<file path="config.mk">
export PLATFORM = sky130hd
export DESIGN_NAME = rpqs_mac
export DESIGN_NICKNAME = d
export VERILOG_FILES = /design/src/rpqs_pkg.sv /design/src/rpqs_mac.sv
export SDC_FILE = /design/constraint.sdc
export NUM_CORES = 1
export LEC_CHECK = 0
export BUFFER_PORTS_ARGS = -buffer_cell sky130_fd_sc_hd__buf_2
export CORE_MARGIN = 4
export CORE_UTILIZATION = 45
export DETAILED_ROUTE_END_ITERATION = 16
export PLACE_DENSITY = 0.64
export SYNTH_ARGS = -nofsm -noshare
export SYNTH_HDL_FRONTEND = slang
export SYNTH_SLANG_ARGS = --single-unit
</file>
<file path="constraint.sdc">
create_clock -name clk -period 6.32 [get_ports clk]
set_input_delay 0.632 -clock clk [delete_from_list [all_inputs] [get_ports clk]]
set_output_delay 0.632 -clock clk [all_outputs]
set_load 0.01 [all_outputs]
</file>
<file path="src/rpqs_pkg.sv">
// Shared constants, codes and interface structs for the relative-position query score block.
`timescale 1ns / 1ps

package rpqs_pkg;

  // Sizing
  localparam int HEIGHT_MAX   = 16;
  localparam int WIDTH_MAX    = 16;
  localparam int CHANNELS_MAX = 64;
  localparam int BATCH_MAX    = 4;

  localparam int POS_MAX      = HEIGHT_MAX * WIDTH_MAX;
  localparam int OFF_ROWS     = 2 * HEIGHT_MAX - 1;
  localparam int OFF_COLS     = 2 * WIDTH_MAX - 1;
  localparam int OFF_PLANE    = OFF_ROWS * OFF_COLS;
  localparam int QSTORE_DEPTH = BATCH_MAX * CHANNELS_MAX * POS_MAX;
  localparam int OTABLE_DEPTH = CHANNELS_MAX * OFF_PLANE;

  localparam int Q_AW   = $clog2(QSTORE_DEPTH);
  localparam int A_AW   = $clog2(OTABLE_DEPTH);
  localparam int NCH_W  = $clog2(CHANNELS_MAX + 1);
  localparam int ROW_W  = $clog2(HEIGHT_MAX);
  localparam int COL_W  = $clog2(WIDTH_MAX);
  localparam int OFF_W  = $clog2(OFF_ROWS > OFF_COLS ? OFF_ROWS : OFF_COLS);
  localparam int AREA_W = $clog2(POS_MAX + 1) + 1;

  // Field widths
  localparam int POS_W   = 8;
  localparam int GRID_W  = 5;
  localparam int DATA_W  = 16;
  localparam int PROD_W  = 2 * DATA_W;
  localparam int SCORE_W = 40;
  localparam int DIV_CNT_W = $clog2(POS_W);

  // Register reset values
  localparam logic [GRID_W-1:0] HEIGHT_RST  = GRID_W'(16);
  localparam logic [GRID_W-1:0] WIDTH_RST   = GRID_W'(16);
  localparam logic [NCH_W-1:0]  CHANNEL_RST = NCH_W'(64);

  // Command codes
  localparam logic [1:0] CMD_LOAD_QUERY = 2'd0;
  localparam logic [1:0] CMD_LOAD_AFF   = 2'd1;
  localparam logic [1:0] CMD_SCORE      = 2'd2;

  // Register indices
  localparam logic [1:0] CFG_HEIGHT   = 2'd0;
  localparam logic [1:0] CFG_WIDTH    = 2'd1;
  localparam logic [1:0] CFG_CHANNELS = 2'd2;

  typedef struct packed {
    logic                     q_we;
    logic                     a_we;
    logic                     rd_en;
    logic [Q_AW-1:0]          q_addr;
    logic [A_AW-1:0]          a_addr;
    logic signed [DATA_W-1:0] wdata;
  } store_req_t;

  typedef struct packed {
    logic clear;
    logic en;
  } mac_ctrl_t;

endpackage

</file>
<file path="src/rpqs_mac.sv">
// Shared multiply-accumulate: registered product, then a 40-bit accumulator.
`timescale 1ns / 1ps

module rpqs_mac (
  input  logic                                clk,
  input  logic                                rst,
  input  rpqs_pkg::mac_ctrl_t                 ctrl,
  input  logic signed [rpqs_pkg::DATA_W-1:0]  q,
  input  logic signed [rpqs_pkg::DATA_W-1:0]  a,
  output logic signed [rpqs_pkg::SCORE_W-1:0] acc,
  output logic                                pend
);

  logic signed [rpqs_pkg::PROD_W-1:0] prod;

  always_ff @(posedge clk) begin
    if (rst) begin
      pend <= 1'b0;
    end else begin
      pend <= ctrl.en;
    end
  end

  // 64 channels of Q4.12 products stay well inside 40 bits: no saturation
  always_ff @(posedge clk) begin
    if (ctrl.en) begin
      prod <= q * a;
    end
    if (ctrl.clear) begin
      acc <= '0;
    end else if (pend) begin
      acc <= acc + rpqs_pkg::SCORE_W'(prod);
    end
  end

  a_clear_empty: assert property (@(posedge clk) disable iff (rst) ctrl.clear |-> !pend)
    else $error("accumulator cleared with a product in flight");

endmodule

</file>
==> metrics.csv <==
metric;value;unit
status;finished clean;
CTS tree;built;
Critical R2R Launch;acc[0]$_SDFFE_PP0P_;
vias in the first global route;11320;
synthesized flop and latch total;73;
top-area cell type share of the netlist area;36.58;%
gp weighted congestion;0.8685;
Die Height;186.8;µm
Hold Slack;443.5;ps
Worst Clk Skew;9.038;ps
Max Cap Viol;0;
CTS clk-pin slew, worst paths;50;ps
H-tree depth;3;
CP peak stage delay;540;ps
Crit path required time;6400;ps
Layout Cells excl Fill;2089;
Min-Delay Startpoint;rst;
final critical-path share of the clock period;95.58;%
Synthesized Nets;1980;
CTS max path bufs;2;
FP Rows;65;
GRT Total Usage;18.79;%
Die X;186.8;µm
Syn Std Cell Area;14390;µm²
Detail Route Antenna Nets;0;
# IOs;77;
first-pass GRT wire length;55300;µm
Slowest-stage cell, CP;fa_1;
post-synthesis sequential area ratio;12.38;%
maximum clock rate;165.5;MHz
filler instances;2939;
grt total ovfl;0;
Final #Nets;2102;
initial antenna violation count;0;
critical-path cell list;buf_2, and2_1, fa_1, inv_1, fa_1, fa_1, inv_1, fa_1, fa_1, inv_1, fa_1, inv_1, ha_1, a21oi_1, nor2b_1, or2_2, a21oi_1, o21ai_0, a221o_1, a211oi_1, o21ai_0, xor2_1;
DRT iter0 DRCs;431;
Crit path top cell by count;fa_1;
post-layout min period;6041;ps
EDFF count, synth;32;
DP Worst Slack;-154.3;ps
ratio of cells with drive above 1 in the final layout;12.09;%
Critical Path Fanout Max;5;
Synth area leader;fa_1;
startpoint class of the critical path;primary input;
final setup violating endpoints;0;
element type at the critical path end;flop;
area grow syn2layout;11.51;%
largest net degree at the start of global routing;57;
main flop type after synthesis;dfxtp_1;
Worst Path Buf+Inv;5;
finished layout cell area;16050;µm²
dpl cell area;15730;µm²
Root Buffer;clkbuf_16;
Worst R2R Setup Slack;3090;ps
Final WS setup;279.0;ps
critical path's top delay family;adder cells;
HPWL after DPL;27550;µm
wire length per cell;15.10;µm
ranking of synthesized cells by area;fa_1 (37%), ha_1 (11%), inv_1 (8.0%);
Async SR Flop Fraction;0;%
Mean Syn Cell Area;9.225;µm²
Num CTS Buffers;9;
most common cell in the netlist;inv_1;
final hold vios;0;
ANT cells;0;
1st-pass router iterations;4;
worst rel slew slack;37.62;%
Via density;5.048;
leading cell types by count after synthesis;inv_1 (308), fa_1 (263), nand2_1 (152), and2_1 (127), ha_1 (121);
Die ar.;34910;µm²
PortBufs;76;
CORE AREA;31560;µm²
RSZ-0062 raised after global routing;no;
drt drc;0;
Yosys cell types;72;
Crit Path Class;primary input to flop;
routed vias;10550;
Slew Viols, Final;0;
Gate Count Post-Synth;1560;
Hold Crit Class;primary input to flop;
slew of the pin with the lowest slew margin;935.8;ps
Initial Util;45.61;%
Placed Cells;2073;
TritonCTS sink count;73;
clock latency at the later pin of the worst-skew pair;340;ps
CP arrival;6120;ps
crit path from;a[2];
final wirelength;31550;µm
Setup Buffers After CTS;0;
Yosys warning count;0;
==> per-stage QoR <==
step	setup TNS [ps]	utilization, %
floorplan	0	-
global placement	-52.57	49.83
detailed placement	-274.3	49.83
CTS	0	50.85
global route	0	50.86
finish	0	50.86
==> final timing paths <==
kind / to / cells after the start
max: prod[30]$_DFFE_PP_ / 22
min: pend$_SDFF_PP0_ / 2
max reg2reg: acc[38]$_SDFFE_PP0P_ / 12
min reg2reg: acc[33]$_SDFFE_PP0P_ / 2
==> placed cells by master, fill, tap and decap left out, drive strengths merged, types with 7 or more instances in the layout <==
cell	Yosys	layout
buf	7	164
nor2b	7	7
xnor2	46	46
dfxtp	41	41
a31oi	9	9
and2	127	127
nand4	7	7
mux2i	25	25
clkbuf	46	10
o21ai	38	38
nand2	152	152
o22ai	7	7
edfxtp	32	32
fa	263	263
nand2b	23	23
a21oi	66	66
nor3	10	10
a211oi	7	7
xor2	18	18
o21a	7	7
ha	121	121
inv	308	308
o21bai	9	9
o31ai	7	7
nand3	9	9
nor2	76	76
a21o	31	31
==> cell type report <==
class / instances / area, µm² / share of cell area [%]
tap: 402 / 503.0 / 3.134
clock inverter: 6 / 81.33 / 0.5068
clock buffer: 10 / 239.0 / 1.489
inverter: 308 / 1156 / 7.204
timing repair buffer: 164 / 1041 / 6.487
sequential: 73 / 1783 / 11.11
multi-input combinational: 1126 / 11240 / 70.07
==> repair_timing <==
action	in CTS	in global routing
hold buffers	0	0
gates resized for setup	0	1
setup endpoints to repair	0	1
==> logic make-up after synthesis <==
group	Yosys count	synth area share, %
buffers and inverters	361	9.520
adder cells (fa/ha/maj)	384	47.10
AO/OA/AOI/OAI	217	10.31
AND/OR/NAND/NOR	436	15.05
multiplexers	25	1.739
XOR/XNOR	64	3.895
flip-flops	73	12.38
==> layer usage <==
layer  up-vias  global-route usage, %  wire length, µm
met1      5195                  27.70            15840
met4         0                  2.446              265
met3        17                  1.978             1105
met2       190                  31.11            14330
li1       5144                      -                -
met5         -                      0                0
==> state kept, by name (all words and copies together) (netlist names) <==
| register | cells |
|---|---|
| acc | 40 |
| pend | 1 |
| prod | 32 |
Power is not shown: default switching activity piles up to over one toggle a cycle in this logic, so the estimate is an artifact.
