### src/rpqs_pkg.sv
// Shared constants, codes and interface structs for the relative-position query score block.
`timescale 1ns / 1ps

package rpqs_pkg;

  // Sizing
  localparam int HEIGHT_MAX   = 16;
  localparam int WIDTH_MAX    = 16;
  localparam int CHANNELS_MAX = 64;
  localparam int BATCH_MAX    = 4;

  localparam int POS_MAX      = HEIGHT_MAX * WIDTH_MAX;
  localparam int OFF_ROWS     = 2 * HEIGHT_MAX - 1;
  localparam int OFF_COLS     = 2 * WIDTH_MAX - 1;
  localparam int OFF_PLANE    = OFF_ROWS * OFF_COLS;
  localparam int QSTORE_DEPTH = BATCH_MAX * CHANNELS_MAX * POS_MAX;
  localparam int OTABLE_DEPTH = CHANNELS_MAX * OFF_PLANE;

  localparam int Q_AW   = $clog2(QSTORE_DEPTH);
  localparam int A_AW   = $clog2(OTABLE_DEPTH);
  localparam int NCH_W  = $clog2(CHANNELS_MAX + 1);
  localparam int ROW_W  = $clog2(HEIGHT_MAX);
  localparam int COL_W  = $clog2(WIDTH_MAX);
  localparam int OFF_W  = $clog2(OFF_ROWS > OFF_COLS ? OFF_ROWS : OFF_COLS);
  localparam int AREA_W = $clog2(POS_MAX + 1) + 1;

  // Field widths
  localparam int POS_W   = 8;
  localparam int GRID_W  = 5;
  localparam int DATA_W  = 16;
  localparam int PROD_W  = 2 * DATA_W;
  localparam int SCORE_W = 40;
  localparam int DIV_CNT_W = $clog2(POS_W);

  // Register reset values
  localparam logic [GRID_W-1:0] HEIGHT_RST  = GRID_W'(16);
  localparam logic [GRID_W-1:0] WIDTH_RST   = GRID_W'(16);
  localparam logic [NCH_W-1:0]  CHANNEL_RST = NCH_W'(64);

  // Command codes
  localparam logic [1:0] CMD_LOAD_QUERY = 2'd0;
  localparam logic [1:0] CMD_LOAD_AFF   = 2'd1;
  localparam logic [1:0] CMD_SCORE      = 2'd2;

  // Register indices
  localparam logic [1:0] CFG_HEIGHT   = 2'd0;
  localparam logic [1:0] CFG_WIDTH    = 2'd1;
  localparam logic [1:0] CFG_CHANNELS = 2'd2;

  typedef struct packed {
    logic                     q_we;
    logic                     a_we;
    logic                     rd_en;
    logic [Q_AW-1:0]          q_addr;
    logic [A_AW-1:0]          a_addr;
    logic signed [DATA_W-1:0] wdata;
  } store_req_t;

  typedef struct packed {
    logic clear;
    logic en;
  } mac_ctrl_t;

endpackage

### src/rpqs_div.sv
// Restoring divider, one quotient bit a cycle: splits a flat position into row and column.
`timescale 1ns / 1ps

module rpqs_div (
  input  logic                        clk,
  input  logic                        rst,
  input  logic                        start,
  input  logic [rpqs_pkg::POS_W-1:0]  dividend,
  input  logic [rpqs_pkg::GRID_W-1:0] divisor,
  output logic                        done,
  output logic [rpqs_pkg::POS_W-1:0]  quo,
  output logic [rpqs_pkg::GRID_W-1:0] rem
);

  logic                              running;
  logic [rpqs_pkg::DIV_CNT_W-1:0]    cnt;
  logic [rpqs_pkg::GRID_W:0]         trial;
  logic                              fits;

  assign trial = {rem, quo[rpqs_pkg::POS_W-1]};
  assign fits  = trial >= {1'b0, divisor};

  always_ff @(posedge clk) begin
    if (rst) begin
      running <= 1'b0;
      done    <= 1'b0;
    end else begin
      done <= 1'b0;
      if (start) begin
        running <= 1'b1;
      end else if (running && cnt == rpqs_pkg::DIV_CNT_W'(rpqs_pkg::POS_W - 1)) begin
        running <= 1'b0;
        done    <= 1'b1;
      end
    end
  end

  // quotient shifts in over the dividend bits
  always_ff @(posedge clk) begin
    if (start) begin
      quo <= dividend;
      rem <= '0;
      cnt <= '0;
    end else if (running) begin
      quo <= {quo[rpqs_pkg::POS_W-2:0], fits};
      rem <= fits ? rpqs_pkg::GRID_W'(trial - {1'b0, divisor})
                  : rpqs_pkg::GRID_W'(trial);
      cnt <= cnt + rpqs_pkg::DIV_CNT_W'(1);
    end
  end

  a_no_restart: assert property (@(posedge clk) disable iff (rst) start |-> !running)
    else $error("divider restarted while running");

endmodule

### config.mk
export PLATFORM = sky130hd
export DESIGN_NAME = rpqs_div
export DESIGN_NICKNAME = d
export VERILOG_FILES = /design/src/rpqs_pkg.sv /design/src/rpqs_div.sv
export SDC_FILE = /design/constraint.sdc
export NUM_CORES = 1
export LEC_CHECK = 0
export BUFFER_PORTS_ARGS = -buffer_cell sky130_fd_sc_hd__buf_4
export CAP_MARGIN = 20
export CORE_MARGIN = 2
export CORE_UTILIZATION = 50
export CTS_CLUSTER_DIAMETER = 30
export DETAILED_ROUTE_END_ITERATION = 6
export HOLD_SLACK_MARGIN = 0.02
export PLACE_DENSITY = 0.9
export SLEW_MARGIN = 30
export SYNTH_ARGS = -nofsm -noshare
export SYNTH_HDL_FRONTEND = slang
export SYNTH_SLANG_ARGS = --single-unit
export TNS_END_PERCENT = 30
### constraint.sdc
create_clock -name clk -period 2.49 [get_ports clk]
set_input_delay 0.498 -clock clk [delete_from_list [all_inputs] [get_ports clk]]
set_output_delay 0.498 -clock clk [all_outputs]
set_load 0.02 [all_outputs]
==> out/results.md, run 1 <==
| Group | Parameter | This run |
|:---|:---|:---|
| synthesis | Fraction of registers with async set or reset after synthesis | 0% |
| layout | Number of standard cells in the layout, taps in and fillers out | 150 |
| clock network | Hold bufs inserted after CTS | 0 |
| synthesis | Syn_area_per_cell | 10.98 sq um |
| route | # DRC | 0 |
| synthesis | Fraction of synthesized cell area taken by the top area cell type | 23.53% |
| floorplan | Width of the die | 49.19 um |
| setup path | Depth of the worst register-to-register path | 8 |
| setup path | Worst Path Required | 2.68 ns |
| timing | Worst max-slew margin expressed relative to the limit | 66.35% |
| power and ir drop | Worst VDD drop | 427.7 uV |
| setup path | Maximum fanout encountered on the critical timing path | 3 |
| clock network | Library cell used as clock root buffer | sky130_fd_sc_hd__clkbuf_4 |
| timing | Setup repair after global routing missed its margin | no |
| setup path | Critical path launch point type | flip-flop |
| timing | Time the final worst path needs with I/O delays and setup | 2.200 ns |
| clock network | Longest Clk Path Bufs | 2 |
| placement | Hpwl dp | 1601 um |
| clock network | Clock insertion delay at the later pin of the skew report | 0.30 ns |
| synthesis | Syn. warnings | 0 |
| layout | Non-Filler Cell Area, Final | 1285 sq um |
| setup path | Critical path, cell by cell | inv_1 > ha_1 > inv_1 > fa_1 > a21o_2 > a2111oi_0 > o31ai_1 > o2bb2ai_1 |
| synthesis | Number of instances in the synthesized netlist | 93 |
| synthesis | Share of synthesized area occupied by flip-flops and latches | 43.14% |
| floorplan | Core area | 1942 sq um |
| timing | Setup clock skew after layout | 0.0006818 ns |
| synthesis | Most numerous cell types in the synthesized netlist | sky130_fd_sc_hd__dfxtp_1 (10), sky130_fd_sc_hd__inv_1 (10), sky130_fd_sc_hd__nor2_1 (9), sky130_fd_sc_hd__edfxtp_1 (8) |
| setup path | Crit path top cell by count | sky130_fd_sc_hd__inv_1 |
| clock network | Num CTS Buffers | 3 |
| timing | Worst hold slack | 0.3495 ns |
| synthesis | Number of synthesized flops with an enable pin | 8 |
| timing | Final worst setup slack | 0.2903 ns |
| power and ir drop | Power density cells | 573.9 nW/um^2 |
| clock network | Clock tree from TritonCTS | yes |
| worst hold path | Worst Hold Class | primary input to flip-flop |
| route | Number of detailed-routing iterations run before antenna repair | 4 |
| clock network | Total number of clock tree sinks | 18 |
| timing | Max Fclk | 454.6 MHz |
| route | Per-cell routed wire length | 14.11 um |
| setup path | Count of cell instances traversed by the critical path | 8 |
| global route | Maximum number of pins on one net before global-route repair | 19 |
| setup path | Delay-heaviest family, CP | compound AO/OA/AOI/OAI gates |
| layout | Antenna diode count | 0 |
| layout | Count of nets after finishing | 148 |
| timing | Number of max-slew violations in the final report | 0 |
| clock network | Post-CTS clock slew at the launch and capture registers of the worst setup and hold paths | 0.10 ns |
| floorplan | Vertical die dimension | 49.19 um |
| floorplan | Site Rows | 16 |
| timing | Transition time at the pin with the least slew margin | 0.4920 ns |
| synthesis | Leading register cell type out of synthesis | sky130_fd_sc_hd__dfxtp_1 |
| layout | Synthesis-to-finish area growth | 25.86% |
| floorplan | Initial core utilization | 52.58% |
| route | Number of antenna-violating nets in the routed design | 0 |
| run status | Outcome | finished, final reports clean |
| setup path | WS Path Type | flip-flop to flip-flop |
| route | Detailed-route via count | 840 |
| setup path | Worst-path cell with the longest stage delay | sky130_fd_sc_hd__a2111oi_0 |
| timing | Number of setup violations in the final report | 0 |
| power and ir drop | Static power due to leakage | 0.5505 nW |
| worst hold path | Number of instances on the worst hold path | 2 |
| layout | Share of post-route cells with drive strength above 1 | 38.21% |
| global route | Overall Global Routing Usage | 18.94% |
| timing | Hold Violations, Final | 0 |
| global route | Global-route wire length before repair | 3512 um |
| power and ir drop | Final Total Pwr | 737.5 uW |
| global route | GRT overflow | 0 |
| placement | Placement Setup Slack | 0.2226 ns |
| setup path | Critical path buffer and inverter count | 2 |
| setup path | Largest stage delay on the critical path | 0.50 ns |
| clock network | Buffers inserted by post-CTS timing repair | 0 |
| global route | Number of global-route vias before repair | 819 |
| route | Number of DRC markers in iteration 0 | 20 |
| global route | GRT met1 Usage | 23.77% |
| placement | Port buffer count | 29 |
| synthesis | Register bit total from synthesis | 18 |
| placement | DP Cell Count | 146 |
| synthesis | Synthesized cell area | 1021 sq um |
| clock network | Post-CTS Resized | 0 |
| global route | Global Route met2 Usage | 30.63% |
| clock network | CTS H-tree lvls | 1 |
| global route | Met3 layer usage reported by global route | 3.988% |
| placement | Area of placed instances | 1259 sq um |
| synthesis | Yosys top cell by area | sky130_fd_sc_hd__edfxtp_1 |
| route | Final Routed Wirelength | 2117 um |
| setup path | CP arrival | 2.39 ns |
| synthesis | Synth top area cells | sky130_fd_sc_hd__edfxtp_1 (24%), sky130_fd_sc_hd__dfxtp_1 (20%), sky130_fd_sc_hd__ha_1 (8.6%) |
| synthesis | Synthesized netlist net count | 117 |
| floorplan | Die area | 2420 sq um |
| layout | Final core occ | 66.17% |
| floorplan | Number of ports placed on the die boundary | 30 |
| synthesis | Synth cell types | 38 |
| timing | Final cycle utilization of the critical path | 88.34% |
| route | Number of vias per cell | 5.600 |
| setup path | Capturing element type of the critical path | flip-flop |
| global route | Global route hottest layer | met2 |
| placement | GPL Wtd Cong | 0.8024 |
| global route | Number of antenna violations at the first check in global routing | 0 |
| timing | Final-layout setup total negative slack | 0 ns |
| flow run | Reported max-cap violation count | 0 |
-- final timing paths --
kind	slack, ns	end	startpoint
worst max-delay path	0.29	rem[4]	quo[7]
worst min-delay path	0.35	running	rst
worst max register to register	0.29	rem[4]	quo[7]
worst min register to register	0.51	cnt[2]	cnt[2]
-- metal layers --
layer  up-vias  wire, um
li1        408         -
met1       397       909
met2        29      1065
met3         6       101
met4         0        40
met5         -         0
-- kinds of logic (layout without fill, tap and decap cells) --
family,count (synthesis),in the layout,synth area share (%)
adders and majority gates,8,8,10.54
buffers and inverters,13,43,5.025
xor gates and xnor gates,2,2,1.716
DFF,18,18,43.14
AOI/OAI and AO/OA,20,20,17.40
muxes,9,9,9.682
and+or+nand+nor,23,23,12.50
-- cell type report --
type | instances | area (sq um)
Fill cell | 155 | 656.9
Multi-Input combinational cell | 62 | 529.3
Sequential cell | 18 | 440.4
Timing Repair Buffer | 29 | 217.7
Inverter | 10 | 37.54
Tap cell | 27 | 33.78
Clock buffer | 3 | 22.52
Clock inverter | 1 | 3.754
-- where the power goes --
part / internal [mW] / total (mW) / switching [mW]
logic: 0.106 / 0.223 / 0.117
registers: 0.339 / 0.362 / 0.0230
clock network: 0.0585 / 0.152 / 0.0938
-- placed cells by master, fill, tap and decap left out, types with 2 or more instances in the layout --
| cell type | instances |
|---|---|
| sky130_fd_sc_hd__mux2i_1 | 2 |
| sky130_fd_sc_hd__edfxtp_1 | 8 |
| sky130_fd_sc_hd__clkbuf_4 | 3 |
| sky130_fd_sc_hd__dfxtp_1 | 10 |
| sky130_fd_sc_hd__o21ai_0 | 2 |
| sky130_fd_sc_hd__buf_4 | 29 |
| sky130_fd_sc_hd__inv_1 | 10 |
| sky130_fd_sc_hd__mux2_2 | 7 |
| sky130_fd_sc_hd__a311oi_1 | 2 |
| sky130_fd_sc_hd__a21oi_1 | 4 |
| sky130_fd_sc_hd__nor3_1 | 3 |
| sky130_fd_sc_hd__a311o_2 | 2 |
| sky130_fd_sc_hd__ha_1 | 7 |
| sky130_fd_sc_hd__nor2_1 | 9 |
-- sequential cells by signal (all words and copies together) (netlist names) --
name     flops
quo          8
done         1
cnt          3
running      1
rem          5
(Power assumes the default switching activity.)
==> run 2, diff against run 1 <==
GPL_ROUTABILITY_DRIVEN = 0   (was unset)
REMOVE_ABC_BUFFERS = 1   (was unset)
==> run 2 against run 1 <==
First-iteration DRC count increased to 2.6 times the previous value. Via count fell by 0.48%. Sequential cell count stayed put. Setup slack improved by 0.0048 ns. Clock skew rose by 0.0071 ns. Final cell count unchanged. Combinational power is essentially flat. Non-clock buffer count stayed put. Critical endpoint unchanged. Sequential power hardly changed. Routed wire length fell by 0.28%. Critical path depth did not move. Fmax is 0.22% higher.
==> out/results.md, run 2 (synthesis gave the netlist of run 1 again) <==
| Group | Parameter | This run | Delta |
|:---|:---|:---|:---|
| power and ir drop | Seq pwr share | 49.5% | +0.4 points |
| layout | Antenna diode count | 0 | unchanged |
| clock network | Post-CTS Resized | 0 | unchanged |
| global route | Number of antenna violations at the first check in global routing | 0 | unchanged |
| layout | Flip-flop count of the largest register, all copies and words added | 8 | unchanged |
| power and ir drop | Worst VDD drop | 527.7 uV | +23% |
| clock network | Hold bufs inserted after CTS | 0 | unchanged |
| route | Per-cell routed wire length | 14.07 um | -0.28% |
| route | # DRC | 0 | unchanged |
| timing | Number of max-slew violations in the final report | 0 | unchanged |
| power and ir drop | Portion of total power attributed to the clock network | 20.2% | -0.4 points |
| timing | Hold Violations, Final | 0 | unchanged |
| setup path | Crit path top cell by count | sky130_fd_sc_hd__inv_1 |  |
| floorplan | Width of the die | 49.19 um | unchanged |
| route | Number of DRC markers in iteration 0 | 51 | +160% |
| worst hold path | Worst Hold Class | primary input to flip-flop |  |
| clock network | Buffers inserted by post-CTS timing repair | 0 | unchanged |
| setup path | Worst Path Required | 2.68 ns | about the same |
| clock network | Clock tree from TritonCTS | yes |  |
| setup path | Capturing element type of the critical path | flip-flop |  |
| clock network | Clock insertion delay at the later pin of the skew report | 0.30 ns | about the same |
| placement | Hpwl dp | 1616 um | +0.94% |
| floorplan | Number of ports placed on the die boundary | 30 | unchanged |
| timing | Final worst setup slack | 0.2951 ns | +0.004784 ns |
| run status | Outcome | finished, final reports clean |  |
| power and ir drop | Switching component of the power | 229.1 uW | -1.9% |
| route | Detailed-route via count | 836 | -0.48% |
| setup path | Critical path buffer and inverter count | 2 | unchanged |
| route | Number of detailed-routing iterations run before antenna repair | 4 | unchanged |
| power and ir drop | Sw Share | 31.26% | -0.41 points |
| route | Number of vias per cell | 5.573 | -0.48% |
| floorplan | Die area | 2420 sq um | unchanged |
| setup path | Largest stage delay on the critical path | 0.47 ns | -0.03 ns |
| timing | Number of setup violations in the final report | 0 | unchanged |
| timing | Setup repair after global routing missed its margin | no |  |
| timing | Time the final worst path needs with I/O delays and setup | 2.195 ns | -0.004784 ns |
| setup path | Maximum fanout encountered on the critical timing path | 3 | unchanged |
| clock network | Num CTS Buffers | 3 | unchanged |
| layout | Number of standard cells in the layout, taps in and fillers out | 150 | unchanged |
| placement | DP Cell Count | 146 | unchanged |
| timing | Transition time at the pin with the least slew margin | 0.4375 ns | -0.05449 ns |
| layout | Most frequent standard cell in the layout excluding fill and tap cells | sky130_fd_sc_hd__buf_4 |  |
| global route | Overall Global Routing Usage | 18.75% | -0.19 points |
| setup path | CP arrival | 2.39 ns | about the same |
| layout | Share of post-route cells with drive strength above 1 | 38.21% | unchanged |
| route | Number of antenna-violating nets in the routed design | 0 | unchanged |
| layout | Commonest cells after routing, fill and taps aside | sky130_fd_sc_hd__buf_4 (29), sky130_fd_sc_hd__inv_1 (10), sky130_fd_sc_hd__dfxtp_1 (10) |  |
| power and ir drop | Static power due to leakage | 0.5505 nW | about the same |
| layout | Registers with the most flip-flops | quo (8), rem (5), cnt (3) |  |
| setup path | Delay-heaviest family, CP | compound AO/OA/AOI/OAI gates |  |
| flow run | Reported max-cap violation count | 0 | unchanged |
| floorplan | Vertical die dimension | 49.19 um | unchanged |
| timing | Setup clock skew after layout | 0.007793 ns | +0.007111 ns |
| layout | Layout fillers | 149 | -3.9% |
| floorplan | Site Rows | 16 | unchanged |
| global route | GRT overflow | 0 | unchanged |
| layout | Register containing the most flip-flops in the final layout | quo |  |
| global route | Maximum number of pins on one net before global-route repair | 19 | unchanged |
| global route | Global-route wire length before repair | 3450 um | -1.8% |
| clock network | Post-CTS clock slew at the launch and capture registers of the worst setup and hold paths | 0.10 ns | about the same |
| setup path | WS Path Type | flip-flop to flip-flop |  |
| clock network | Library cell used as clock root buffer | sky130_fd_sc_hd__clkbuf_4 |  |
| setup path | Critical path launch point type | flip-flop |  |
| timing | Worst max-slew margin expressed relative to the limit | 70.76% | +4.4 points |
| layout | Synthesis-to-finish area growth | 25.98% | about the same |
| setup path | Critical path, cell by cell | inv_1 > ha_1 > inv_1 > fa_1 > a21o_2 > a2111oi_1 > o31ai_1 > o2bb2ai_1 |  |
| timing | Max Fclk | 455.6 MHz | +0.22% |
| power and ir drop | Power density cells | 569.7 nW/um^2 | -0.73% |
| clock network | Longest Clk Path Bufs | 2 | unchanged |
| global route | Number of global-route vias before repair | 831 | +1.5% |
| floorplan | Initial core utilization | 52.58% | unchanged |
| power and ir drop | Internal Pwr Total | 503.8 uW | about the same |
| route | Final Routed Wirelength | 2111 um | -0.28% |
| setup path | Worst-path cell with the longest stage delay | sky130_fd_sc_hd__a2111oi_1 |  |
| clock network | Total number of clock tree sinks | 18 | unchanged |
| timing | Final-layout setup total negative slack | 0 ns | unchanged |
| placement | Port buffer count | 29 | unchanged |
| timing | Final cycle utilization of the critical path | 88.15% | -0.19 points |
| power and ir drop | Combinational fraction of design power | 30.3% | about the same |
| layout | Count of nets after finishing | 148 | unchanged |
| clock network | CTS H-tree lvls | 1 | unchanged |
| placement | Placement Setup Slack | 0.1650 ns | -0.05754 ns |
| floorplan | Core area | 1942 sq um | unchanged |
[run 2: worst register-to-register path: cells and delay by family (launching register included)]
family | cells | cell delay (ns)
adder cells (fa/ha/maj) | 2 | 0.57
buffers and inverters | 2 | 0.13
flip-flops | 1 | 0.44
AO/OA/AOI/OAI | 4 | 0.95
[run 2: layout make-up]
cell class | count | area (sq um) | share of cell area (%)
Tap cell | 27 | 33.78 | 2.626
Multi-Input combinational cell | 62 | 530.5 | 41.25
Timing Repair Buffer | 29 | 217.7 | 16.93
Sequential cell | 18 | 440.4 | 34.24
Clock buffer | 3 | 22.52 | 1.751
Inverter | 10 | 37.54 | 2.918
Clock inverter | 1 | 3.754 | 0.2918
[run 2: routing by layer]
layer  GRT usage, %  share of wire (%)  vias to the layer above
li1               -                  -                      403
met5              0                  0                        -
met4          6.190               0.99                        0
met1          20.68                 39                      394
met2          33.78                 53                       35
met3          5.828                7.1                        4
[run 2: worst paths after layout]
| kind | startpoint | to | slack (ns) | cells after the start |
|---|---|---|---|---|
| hold / removal | rst | running | 0.36 | 2 |
| hold reg to reg | cnt[2] | cnt[2] | 0.52 | 2 |
| setup / recovery | quo[7] | rem[4] | 0.30 | 8 |
| setup reg to reg | quo[7] | rem[4] | 0.30 | 8 |
[run 2: power by group through the flow]
stage / clock network [mW] / logic, mW / registers (mW)
after floorplan: 0 / 0.113 / 0.392
after global placement: 0 / 0.213 / 0.368
after detailed placement: 0 / 0.219 / 0.370
after CTS: 0.155 / 0.221 / 0.363
after global routing: 0.166 / 0.240 / 0.367
final: 0.148 / 0.222 / 0.363
[run 2: stage by stage]
step                      hold WS, ns  total power [mW]  cell area [sq um]  util [%]
after detailed placement       0.5008            0.5889               1259     64.82
after global placement         0.4792            0.5807               1259     64.82
final                          0.3635            0.7328               1286     66.24
after floorplan                0.4646            0.5049               1007         -
after global routing           0.3481            0.7738               1286     66.24
after CTS                      0.3475            0.7391               1285     66.17
==> run 3, diff against run 2 <==
GPL_ROUTABILITY_DRIVEN = unset   (was 0)
clock period = 2.5 ns   (was 2.49 ns; I/O delays follow)
==> run 3 against run 2 <==
Core utilization unchanged. Power down 0.41%. Worst hold slack worse by 0.0028 ns. Sequential cell count unchanged. Register-to-register slack better by 0.02 ns. Die area unchanged. Critical endpoint unchanged. Highest routed layer unchanged.
==> out/results.md, run 3 (synthesis gave the netlist of run 1 again) <==
| Group | Parameter | This run | Delta |
|:---|:---|:---|:---|
| run status | Outcome | finished, final reports clean |  |
| clock network | Num CTS Buffers | 3 | unchanged |
| setup path | Worst Path Required | 2.69 ns | about the same |
| clock network | CTS H-tree lvls | 1 | unchanged |
| route | Number of detailed-routing iterations run before antenna repair | 4 | unchanged |
| timing | Worst max-slew margin expressed relative to the limit | 70.33% | -0.43 points |
| floorplan | Die area | 2420 sq um | unchanged |
| power and ir drop | Combinational fraction of design power | 30.3% | about the same |
| route | # DRC | 0 | unchanged |
| global route | GRT overflow | 0 | unchanged |
| power and ir drop | Seq pwr share | 49.6% | about the same |
| clock network | Library cell used as clock root buffer | sky130_fd_sc_hd__clkbuf_4 |  |
| layout | Synthesis-to-finish area growth | 25.98% | unchanged |
| timing | Final worst setup slack | 0.3113 ns | +0.01622 ns |
| worst hold path | Number of instances on the worst hold path | 2 | unchanged |
| layout | Number of standard cells in the layout, taps in and fillers out | 150 | unchanged |
| floorplan | Vertical die dimension | 49.19 um | unchanged |
| global route | Global-route wire length before repair | 3532 um | +2.4% |
| global route | Number of global-route vias before repair | 814 | -2.0% |
| clock network | Clock tree from TritonCTS | yes |  |
| setup path | WS Path Type | flip-flop to flip-flop |  |
| setup path | Slack of the worst reg-to-reg path | 0.31 ns | +0.02 ns |
| route | Detailed-route via count | 853 | +2.0% |
| layout | Antenna diode count | 0 | unchanged |
| floorplan | Site Rows | 16 | unchanged |
| timing | Setup repair after global routing missed its margin | no |  |
| placement | GPL Wtd Cong | 0.8895 |  |
| floorplan | Number of ports placed on the die boundary | 30 | unchanged |
| worst hold path | Worst Hold Class | primary input to flip-flop |  |
| floorplan | Initial core utilization | 52.58% | unchanged |
| timing | Hold Violations, Final | 0 | unchanged |
| timing | Final cycle utilization of the critical path | 87.55% | -0.60 points |
| global route | Maximum number of pins on one net before global-route repair | 19 | unchanged |
| power and ir drop | Internal Pwr Total | 501.7 uW | -0.42% |
| worst hold path | Capture endpoint of the worst hold path | running |  |
| clock network | Clock insertion delay at the later pin of the skew report | 0.30 ns | about the same |
| global route | Overall Global Routing Usage | 18.94% | +0.18 points |
| placement | Port buffer count | 29 | unchanged |
| route | Number of DRC markers in iteration 0 | 33 | -35% |
| worst hold path | Hold Crit Start | rst |  |
| setup path | Source of the worst register-to-register timing path | quo[7] |  |
| power and ir drop | Power density cells | 567.4 nW/um^2 | -0.41% |
| clock network | Longest Clk Path Bufs | 2 | unchanged |
| layout | Share of post-route cells with drive strength above 1 | 38.21% | unchanged |
| power and ir drop | Worst VDD drop | 460.8 uV | -13% |
| layout | Most frequent standard cell in the layout excluding fill and tap cells | sky130_fd_sc_hd__buf_4 |  |
| layout | Flip-flop count of the largest register, all copies and words added | 8 | unchanged |
| placement | Placement Setup Slack | 0.1610 ns | -0.004007 ns |
| timing | Number of setup violations in the final report | 0 | unchanged |
| setup path | Depth of the worst register-to-register path | 8 | unchanged |
| clock network | Post-CTS clock slew at the launch and capture registers of the worst setup and hold paths | 0.10 ns | about the same |
| layout | Count of nets after finishing | 148 | unchanged |
| route | Number of antenna-violating nets in the routed design | 0 | unchanged |
| floorplan | Core area | 1942 sq um | unchanged |
| power and ir drop | Switching component of the power | 228.1 uW | -0.41% |
| clock network | Total number of clock tree sinks | 18 | unchanged |
| power and ir drop | Sw Share | 31.26% | about the same |
| setup path | Maximum fanout encountered on the critical timing path | 3 | unchanged |
| timing | Final-layout setup total negative slack | 0 ns | unchanged |
| clock network | Hold bufs inserted after CTS | 0 | unchanged |
| power and ir drop | Final Total Pwr | 729.8 uW | -0.41% |
| setup path | Capturing element type of the critical path | flip-flop |  |
| layout | Registers with the most flip-flops | quo (8), rem (5), cnt (3) |  |
| timing | Setup clock skew after layout | 0.009808 ns | +0.002015 ns |
| route | Per-cell routed wire length | 14.05 um | -0.14% |
| power and ir drop | Static power due to leakage | 0.5505 nW | unchanged |
| placement | DP Cell Count | 146 | unchanged |
| setup path | Reg2Reg Capture Point | rem[4] |  |
| route | Number of vias per cell | 5.687 | +2.0% |
| timing | Number of max-slew violations in the final report | 0 | unchanged |
| timing | Transition time at the pin with the least slew margin | 0.4440 ns | +0.006436 ns |
| global route | Number of antenna violations at the first check in global routing | 0 | unchanged |
| timing | Max Fclk | 456.9 MHz | +0.28% |
| flow run | Reported max-cap violation count | 0 | unchanged |
| setup path | Critical path launch point type | flip-flop |  |
| power and ir drop | Portion of total power attributed to the clock network | 20.2% | about the same |
| setup path | CP arrival | 2.38 ns | about the same |
| layout | Commonest cells after routing, fill and taps aside | sky130_fd_sc_hd__buf_4 (29), sky130_fd_sc_hd__inv_1 (10), sky130_fd_sc_hd__dfxtp_1 (10) |  |
| placement | Hpwl dp | 1605 um | -0.67% |
| timing | Time the final worst path needs with I/O delays and setup | 2.189 ns | -0.006221 ns |
| floorplan | Width of the die | 49.19 um | unchanged |
| layout | Register containing the most flip-flops in the final layout | quo |  |
| route | Final Routed Wirelength | 2108 um | -0.14% |
## run 3: cell counts in the layout (fill, tap and decap cells not counted)
Identical to the previous run, type by type.
## run 3: power groups by stage
stage                     Clock, mW  Sequential (mW)  Combinational (mW)
after floorplan                   0            0.390               0.112
after global placement            0            0.366               0.212
after detailed placement          0            0.369               0.218
after CTS                     0.150            0.362               0.219
after global routing          0.167            0.366               0.239
final                         0.147            0.362               0.221
## run 3: final cells by class
cell class | count | area, sq um
clock buffers | 3 | 22.52
repair buffers | 29 | 217.7
flip-flops and latches | 18 | 440.4
multi-input cells | 62 | 530.5
well taps | 27 | 33.78
fillers | 143 | 655.6
inverters | 10 | 37.54
clock inverters | 1 | 3.754
## run 3: worst max path at each step
| stage | startpoint | endpoint | slack [ns] | cells after the start |
|---|---|---|---|---|
| finish | quo[7] | rem[4] | 0.31 | 8 |
| detailed placement | divisor[0] | rem[4] | 0.16 | 8 |
| global route | quo[7] | rem[4] | 0.04 | 8 |
| floorplan | quo[7] | rem[4] | 0.36 | 8 |
| CTS | quo[7] | rem[4] | 0.22 | 8 |
| global placement | divisor[0] | rem[4] | 0.30 | 8 |
## run 3: repair_timing
item                       4_1_cts  5_1_grt
gates resized for setup          0        1
buffers inserted                 0        0
setup endpoints to repair        0        1
## run 3: routing by layer
| layer | global-route usage (%) | wire length [um] | up-vias |
|---|---|---|---|
| li1 | - | - | 405 |
| met1 | 23.02 | 876 | 408 |
| met3 | 5.521 | 127 | 8 |
| met2 | 32.21 | 1051 | 32 |
| met4 | 5.714 | 53 | 0 |
| met5 | 0 | 0 | - |
## run 3: critical path: stages, from the launching register on
cell                        delay (ns)
sky130_fd_sc_hd__edfxtp_1         0.44
sky130_fd_sc_hd__inv_1            0.08
sky130_fd_sc_hd__ha_1             0.15
sky130_fd_sc_hd__inv_1            0.05
sky130_fd_sc_hd__fa_1             0.41
sky130_fd_sc_hd__a21o_2           0.21
sky130_fd_sc_hd__a2111oi_1        0.48
sky130_fd_sc_hd__o31ai_1          0.13
sky130_fd_sc_hd__o2bb2ai_1        0.14
## run 3: metrics by stage
stage	utilization [%]	hold slack, ns	instance area (sq um)
final	66.24	0.3606	1286
after floorplan	-	0.4646	1007
after global routing	66.24	0.3404	1286
after CTS	66.17	0.3514	1285
after detailed placement	64.82	0.5014	1259
after global placement	64.82	0.4792	1259
